==> src/hw/rtl/vtp_div.sv <==
`timescale 1ns / 1ps
`default_nettype none
// ----------------------------------------------------------------------------
// vtp_div
// Radix-2 signed divider: (n << FRAC_BITS) / d truncated toward zero,
// saturated to 32 bits. One quotient bit per cycle.
// ----------------------------------------------------------------------------
module vtp_div #(
  parameter int unsigned FRAC_BITS = 16
) (
  input  wire               clk,
  input  wire               rst_n,
  input  wire               start,
  input  wire signed [31:0] n,
  input  wire signed [31:0] d,
  output logic              busy,
  output logic signed [31:0] q,
  output logic              sat
);
  localparam int unsigned NW = 32 + FRAC_BITS;
  localparam int unsigned CW = $clog2(NW + 1);

  logic [NW-1:0] num_r, quo_r;
  logic [32:0]   rem_r;
  logic [31:0]   den_r;
  logic          neg_r;
  logic [CW-1:0] cnt_r;
  logic [33:0]   trial;
  logic [NW:0]   mag;
  logic [NW:0]   lim;

  assign trial = {rem_r, num_r[NW-1]} - {2'b0, den_r};
  assign busy  = (cnt_r != '0);

  always_ff @(posedge clk) begin
    if (!rst_n) begin
      cnt_r <= '0;
    end else if (start) begin
      num_r <= NW'(n[31] ? -{{FRAC_BITS{1'b0}}, n} : {{FRAC_BITS{1'b0}}, n}) << FRAC_BITS;
      den_r <= d[31] ? -d : d;
      neg_r <= n[31] ^ d[31];
      rem_r <= '0;
      quo_r <= '0;
      cnt_r <= CW'(NW);
    end else if (busy) begin
      if (!trial[33]) begin
        rem_r <= trial[32:0];
        quo_r <= {quo_r[NW-2:0], 1'b1};
      end else begin
        rem_r <= {rem_r[31:0], num_r[NW-1]};
        quo_r <= {quo_r[NW-2:0], 1'b0};
      end
      num_r <= num_r << 1;
      cnt_r <= cnt_r - 1'b1;
    end
  end

  always_comb begin
    mag = {1'b0, quo_r};
    lim = neg_r ? (NW+1)'(64'h80000000) : (NW+1)'(64'h7FFFFFFF);
    if (mag > lim) begin
      sat = 1'b1;
      q   = neg_r ? 32'sh80000000 : 32'sh7FFFFFFF;
    end else begin
      sat = 1'b0;
      q   = neg_r ? -quo_r[31:0] : quo_r[31:0];
    end
  end
endmodule
`default_nettype wire

==> config.mk <==
export PLATFORM = sky130hd
export DESIGN_NAME = vtp_div
export DESIGN_NICKNAME = d
export VERILOG_FILES = /design/src/hw/rtl/vtp_div.sv
export SDC_FILE = /design/constraint.sdc
export NUM_CORES = 1
export LEC_CHECK = 0
export ABC_CLOCK_PERIOD_IN_PS = 6000
export BUFFER_PORTS_ARGS = -buffer_cell sky130_fd_sc_hd__buf_4
export CAP_MARGIN = 20
export CORE_UTILIZATION = 46
export CTS_BUF_LIST = sky130_fd_sc_hd__clkbuf_8
export DETAILED_ROUTE_END_ITERATION = 8
export GPL_TIMING_DRIVEN = 0
export PLACE_DENSITY = 0.75
export SLEW_MARGIN = 10
export SYNTH_ARGS = -nofsm -noshare
export SYNTH_HDL_FRONTEND = slang
export SYNTH_SLANG_ARGS = --single-unit
==> constraint.sdc <==
create_clock -name clk -period 6 [get_ports clk]
set_clock_uncertainty 0.1 [all_clocks]
set_input_delay 0.3 -clock clk [delete_from_list [all_inputs] [get_ports clk]]
set_output_delay 0.3 -clock clk [all_outputs]
set_load 0.01 [all_outputs]
==> results of run 1 <==
==> sequential cells by signal (all words and copies together) (netlist names) <==
signal and flops:
den_r 32, num_r 32, quo_r 48, rem_r 33, cnt_r 6, neg_r 1
==> worst max path at each step <==
stage | to | cells after the start
final | q[17] | 12
after global routing | q[13] | 12
after CTS | q[27] | 12
after detailed placement | q[27] | 12
after global placement | rem_r[15]$_SDFFCE_PP0P_ | 4
after floorplan | q[13] | 11
==> per-layer routing <==
layer,vias to the layer above,part of all wire
met5,-,0
met1,4207,0.46
met2,283,0.47
met4,0,0.016
li1,4381,-
met3,28,0.057
==> cells by family (layout without fill, tap and decap cells) <==
kind of cell    after synthesis  count (layout)
simple gates                371             371
buf+inv                     107             241
flops                       152             152
mux                          39              39
fa+ha+maj                    70              70
xor+xnor                     90              90
compound gates              292             292
==> power by group <==
part	switching (mW)	leakage [nW]	internal (mW)	total, mW
clock network	0.399	0.214	0.389	0.788
logic	1.01	3.26	0.775	1.79
registers	0.181	1.48	1.49	1.67
==> stage by stage <==
| step | cell area [um^2] | util |
|---|---|---|
| finish | 12300 | 0.540 |
| global route | 12300 | 0.540 |
| CTS | 12300 | 0.540 |
| detailed placement | 11900 | 0.522 |
| global placement | 11800 | 0.520 |
| floorplan | 10700 | - |
==> cells in the final DEF, fill, tap and decap left out, drive strengths merged, types with 5 or more instances in the layout <==
cell type / instances
or3: 9
o21ai: 54
nor2b: 57
nor2: 128
xor2: 39
xnor2: 51
edfxtp: 146
o41ai: 14
mux2i: 36
clkbuf: 63
nor4: 11
and3: 8
nand2: 47
clkinv: 6
o21a: 16
a21oi: 93
o22a: 5
nand2b: 12
o21bai: 8
a211oi: 11
inv: 64
nor3: 36
dfxtp: 6
o22ai: 15
a31oi: 8
ha: 69
buf: 105
a21o: 29
nand3: 18
o31ai: 15
nand4: 15
or4: 14
==> worst reg2reg max path, cell delays in order, from the launching register on <==
cell,delay (ns)
edfxtp_1,0.43
ha_1,0.31
nor2b_1,0.14
o31a_1,0.30
o211ai_1,0.22
a21oi_1,0.12
o21a_1,0.22
o41ai_1,0.78
nor2_1,0.34
clkbuf_1,0.42
nand4b_1,0.22
o311ai_0,0.16
==> final cells by class <==
| class | count | area (um^2) | share of cell area |
|---|---|---|---|
| plain buffers | 48 | 183 | 0.0149 |
| clock buffers | 19 | 262 | 0.0213 |
| clock inverters | 13 | 130 | 0.0106 |
| inverters | 59 | 226 | 0.0185 |
| multi-input cells | 862 | 5800 | 0.474 |
| flip-flops and latches | 152 | 4500 | 0.368 |
| well taps | 285 | 357 | 0.0291 |
| repair buffers | 102 | 788 | 0.0643 |
==> qor.yml, run 1 <==
cts_inserted_buffers: 17
synth_nets: 1258
reg2reg_to: "rem_r[31]$_SDFFCE_PP0P_"
overflow: 0
dp_slack_ns: 1.09
whs_ns: 0.0345
fmax_mhz: 186
wl_per_cell_um: 16.1
crit_path_start: "neg_r$_DFFE_PP_"
grt_pass1_vias: 8552
end_kind: "output port"
rows: 55
reg2reg_slack_ns: 1.96
track_usage: 0.215
cpPeakStageDelay_ns: 1.04
cap_viol_max_count: 0
fin_crit_sh: 0.897
post-synth-top-count-cell: "edfxtp_1"
tritoncts: "built"
synth_commonest_cells: "edfxtp_1 (146), nor2_1 (128), a21oi_1 (93)"
synth-compound-area-share: 0.172
ys_ff_latch: 152
synthMuxAreaShare: 0.0368
grt_pass1_wl_um: 41400
top_usage_layer: "met2"
clock_latency_ns: 0.46
critPathMaxFanout: 31
syn_area_mm2: 0.0107
use_met1: 0.286
io_pins: 101
yosysWarnings: 0
ctsHtreeMaxLevel: 4
drv_slew: 0
hp-class: "input pin to flop"
routed_wl_um: 24800
r2r.worst_path.cells: 11
grt_use_met2: 0.358
antenna_found_initial: 0
drc: 0
synthToLayoutAreaGrowth_pct: 14.4
grt_setup_unrepaired: "no"
critPathBufInv: 6
cp.arrival_ns: 4.98
path_delay_family: "buffers and inverters"
yosysSeqAreaShare: 0.421
async_reset_ff_frac: 0
synth_edf_count: 146
hold_depth: 2
grt.met3_usage: 0.0325
ys_types: 63
outcome: "completed"
root_buffer: "clkbuf_8"
die_area_mm2: 0.0239
synth_top_family_by_area: "simple AND/OR/NAND/NOR gates"
clk_path_buf_depth: 2
gp_congestion: 0.882
cts.reportedPaths.clkPinSlew_ns: 0.08
crit_chain: "clkbuf_1, inv_1, clkbuf_1, ha_1, nand4_1, o211ai_1, nor2_1, a211oi_1, clkbuf_1, clkbuf_1, o22ai_1, buf_4"
vias_per_cell: 5.78
vias: 8899
initial_utilization: 0.472
leakage_nw: 4.95
dieWidth_um: 155
setup-tns-final_ns: 0
synth_area_leaders: "edfxtp_1 (41%), ha_1 (8.1%), nor2_1 (4.5%)"
fin_nets: 1379
path_class: "flop to output port"
synthXorXnorAreaFrac: 0.0736
dpl.cell_count: 1507
synth_area_per_cell_um2: 9.55
grt_max_degree: 69
reg2reg_from: "rem_r[0]$_SDFFCE_PP0P_"
holdCritStartpoint: "d[9]"
postSynthCellCount: 1121
dieHeight_um: 155
drive_gt1_frac: 0.116
io_buffers: 100
synth_fa_ha_area_frac: 0.0825
ant_nets: 0
core_area_mm2: 0.0227
drt_iter0_drc: 504
min_period_ns: 5.38
fill_cells: 2065
hold_violations: 0
max_slew_margin: 0.307
cts_resized: 0
synth_top_area_cell: "edfxtp_1"
power.total_mw: 4.24
synth-main-ff-cell: "edfxtp_1"
setup_ws_ns: 0.615
critPathSlowestCell: "edfxtp_1"
peakVddDrop_mv: 0.179
antenna_cells: 0
synth_top_area_share: 0.409
yosys.area_share.simple: 0.177
worst_slew_pin_slew_ns: 1.04
firstDrtPassIters: 5
place_hpwl_um: 18300
crit_required_ns: 5.60
p_per_area_mw_per_mm2: 346
setup_viol: 0
crit_top_cell: "clkbuf_1"
instances_no_fill: 1540
cts_setup_buffers: 0
ctsHoldBuffers: 1
worstSetupStartpointType: "flop"
clock_sinks: 152
holdPathEnd: "den_r[9]$_DFFE_PP_"
Note: power is estimated with default switching activity, not from simulation.
==> run 2: changes to the inputs <==
--- a/config.mk
+++ b/config.mk
@@ -13,5 +13,5 @@
 export DETAILED_ROUTE_END_ITERATION = 8
 export GPL_TIMING_DRIVEN = 0
-export PLACE_DENSITY = 0.75
+export PLACE_DENSITY = 0.72
 export SLEW_MARGIN = 10
 export SYNTH_ARGS = -nofsm -noshare
==> constraint.sdc (replaced) <==
create_clock -name clk -period 6 [get_ports clk]
set_clock_uncertainty 0.1 [all_clocks]
set_input_delay 0 -clock clk [delete_from_list [all_inputs] [get_ports clk]]
set_output_delay 0 -clock clk [all_outputs]
set_load 0.01 [all_outputs]
==> run 2 against run 1 <==
Count of clock-buffer cells in the layout unchanged; cell count up 6.0%; combinational power up 4%; cell area up 8.1%; clock power up 12%; setup slack better by 0.52 ns; first-iteration DRC count up 28%; fmax up 11%; power up 3.7%; core utilization up 4.4 points; die area unchanged.
==> qor.yml, run 2 (same netlist as run 1, synthesis figures left out) <==
dieWidth_um: 155  # unchanged
peakVddDrop_mv: 0.216  # was 0.179 mV
path_delay_family: "buffers and inverters"  # unchanged
hp-class: "input pin to flop"  # unchanged
max_slew_margin: 0.411  # was 0.307
layout_common_cells: "edfxtp_1 (146), nor2_1 (128), buf_4 (100)"  # unchanged
place_hpwl_um: 18300  # about the same
track_usage: 0.223  # was 0.215
grt_pass1_vias: 8935  # was 8552
grt_pass1_wl_um: 42900  # was 41400 um
end_kind: "output port"  # unchanged
clkPwrFrac: 0.200  # was 0.186
setup_viol: 0  # unchanged
cts_setup_buffers: 0  # unchanged
gp_congestion: 0.928  # was 0.882
crit_path_start: "neg_r$_DFFE_PP_"  # unchanged
ctsHtreeMaxLevel: 4  # unchanged
initial_utilization: 0.472  # unchanged
drt_iter0_drc: 647  # was 504
fmax_mhz: 205  # was 186 MHz
crit_top_cell: "clkbuf_1"  # unchanged
synthToLayoutAreaGrowth_pct: 23.7  # was 14.4%
hold_violations: 0  # unchanged
outcome: "completed"  # unchanged
clock_latency_ns: 0.46  # about the same
antenna_cells: 0  # unchanged
overflow: 0  # unchanged
crit_required_ns: 5.90  # was 5.60 ns
clock_sinks: 152  # unchanged
min_period_ns: 4.87  # was 5.38 ns
largest_reg_flops: 48  # unchanged
vias_per_cell: 5.69  # was 5.78
io_buffers: 100  # unchanged
final_util: 0.583  # was 0.540
core_area_mm2: 0.0227  # unchanged
root_buffer: "clkbuf_8"  # unchanged
p_sw_frac: 0.367  # was 0.375
holdCritStartpoint: "n[31]"  # was d[9]
path_class: "flop to output port"  # unchanged
io_pins: 101  # unchanged
cap_viol_max_count: 0  # unchanged
fin_crit_sh: 0.811  # was 0.897
seqPwrFrac: 0.378  # was 0.393
cts_inserted_buffers: 17  # unchanged
die_area_mm2: 0.0239  # unchanged
rows: 55  # unchanged
crit_chain: "buf_16, clkbuf_1, inv_1, clkbuf_1, ha_1, nand4_1, o211ai_1, nor2_1, a211oi_1, clkbuf_1, clkbuf_1, o22ai_1, buf_4"  # was clkbuf_1, inv_1, clkbuf_1, ha_1, nand4_1, o211ai_1, nor2_1, a211oi_1, clkbuf_1, clkbuf_1, o22ai_1, buf_4
routed_wl_um: 26300  # was 24800 um
critPathBufInv: 7  # was 6
top_layer: "met4"  # unchanged
tritoncts: "built"  # unchanged
worstSetupStartpointType: "flop"  # unchanged
combPwrFrac: 0.422  # was 0.421
grt_setup_unrepaired: "no"  # unchanged
vias: 9299  # was 8899
critPathSlowestCell: "edfxtp_1"  # unchanged
clk_path_buf_depth: 2  # unchanged
antenna_found_initial: 0  # unchanged
whs_ns: 0.105  # was 0.0345 ns
firstDrtPassIters: 6  # was 5
cp.arrival_ns: 4.77  # was 4.98 ns
critPathMaxFanout: 22  # was 31
drv_slew: 0  # unchanged
met2_length_um: 12400  # was 11700 um
cts_resized: 0  # unchanged
regMostFlops: "quo_r"  # unchanged
setup-tns-final_ns: 0  # unchanged
reg2reg_from: "rem_r[0]$_SDFFCE_PP0P_"  # unchanged
met1_length_um: 12200  # was 11300 um
drive_gt1_frac: 0.109  # was 0.116
dieHeight_um: 155  # unchanged
p_int_mw: 2.79  # was 2.65 mW
p_per_area_mw_per_mm2: 332  # was 346 mW/mm^2
grt_max_degree: 90  # was 69
ant_nets: 0  # unchanged
cts.reportedPaths.clkPinSlew_ns: 0.08  # about the same
fin_nets: 1472  # was 1379
worst_slew_pin_slew_ns: 0.873  # was 1.04 ns
drc: 0  # unchanged
wl_per_cell_um: 16.1  # about the same
leakage_nw: 5.35  # was 4.95 nW
met3_length_um: 1200  # was 1420 um
layout_commonest_cell: "edfxtp_1"  # unchanged
cpPeakStageDelay_ns: 0.62  # was 1.04 ns
largestRegisters: "quo_r x48, rem_r x33"  # unchanged
power_switching_mw: 1.61  # was 1.59 mW
[run 2: metrics by stage]
stage	instances	instance area, um^2	power [mW]	setup WS, ns
2_1_floorplan	1121	10700	3.00	2.23
3_3_place_gp	1506	11800	3.41	1.15
3_5_place_dp	1507	11900	3.45	1.38
4_1_cts	1632	13200	4.39	0.865
5_1_grt	1633	13200	4.70	0.750
6_report	1633	13200	4.40	1.13
[run 2: area by class of cell]
cell class                 count  area [um^2]
fill                        1903         9460
multi-input combinational    862         5800
sequential                   152         4500
timing repair buffer         195         1740
tap                          285          357
clock buffer                  19          262
inverter                      59          226
buffer                        48          183
clock inverter                13          179
[run 2: power by group through the flow]
stage / logic, mW / clock network (mW) / registers [mW]
after floorplan: 1.36 / 0 / 1.64
after global placement: 1.71 / 0 / 1.70
after detailed placement: 1.77 / 0 / 1.68
after CTS: 1.83 / 0.890 / 1.66
after global routing: 2.08 / 0.929 / 1.69
final: 1.86 / 0.879 / 1.66
[run 2: final timing paths]
path	endpoint	slack (ns)	cells past startpoint
min reg2reg	cnt_r[1]$_SDFFE_PP0P_	0.43	2
max reg2reg	rem_r[12]$_SDFFCE_PP0P_	1.98	11
min	num_r[31]$_DFFE_PP_	0.10	5
max	q[30]	1.13	13
[run 2: routing by layer]
layer  global-route usage  up-vias
li1                     -     4572
met1                0.299     4432
met2                0.373      264
met3               0.0294       31
met4               0.0745        0
met5                    0        -
[run 2: what timing repair did]
action                                  in CTS  in global routing
endpoints found under the setup margin       0                  0
endpoints found under the hold margin       71                  0
hold buffers                                93                  0
[run 2: worst reg2reg max path, cell delays in order (launching register included)]
cell and delay (ns):
edfxtp_1 0.43, ha_1 0.30, nor2b_1 0.14, o31a_1 0.29, o211ai_1 0.22, a21oi_1 0.13
o21a_1 0.22, o41ai_1 0.77, nor2_1 0.33, clkbuf_1 0.43, mux2i_1 0.33, nor2_1 0.06
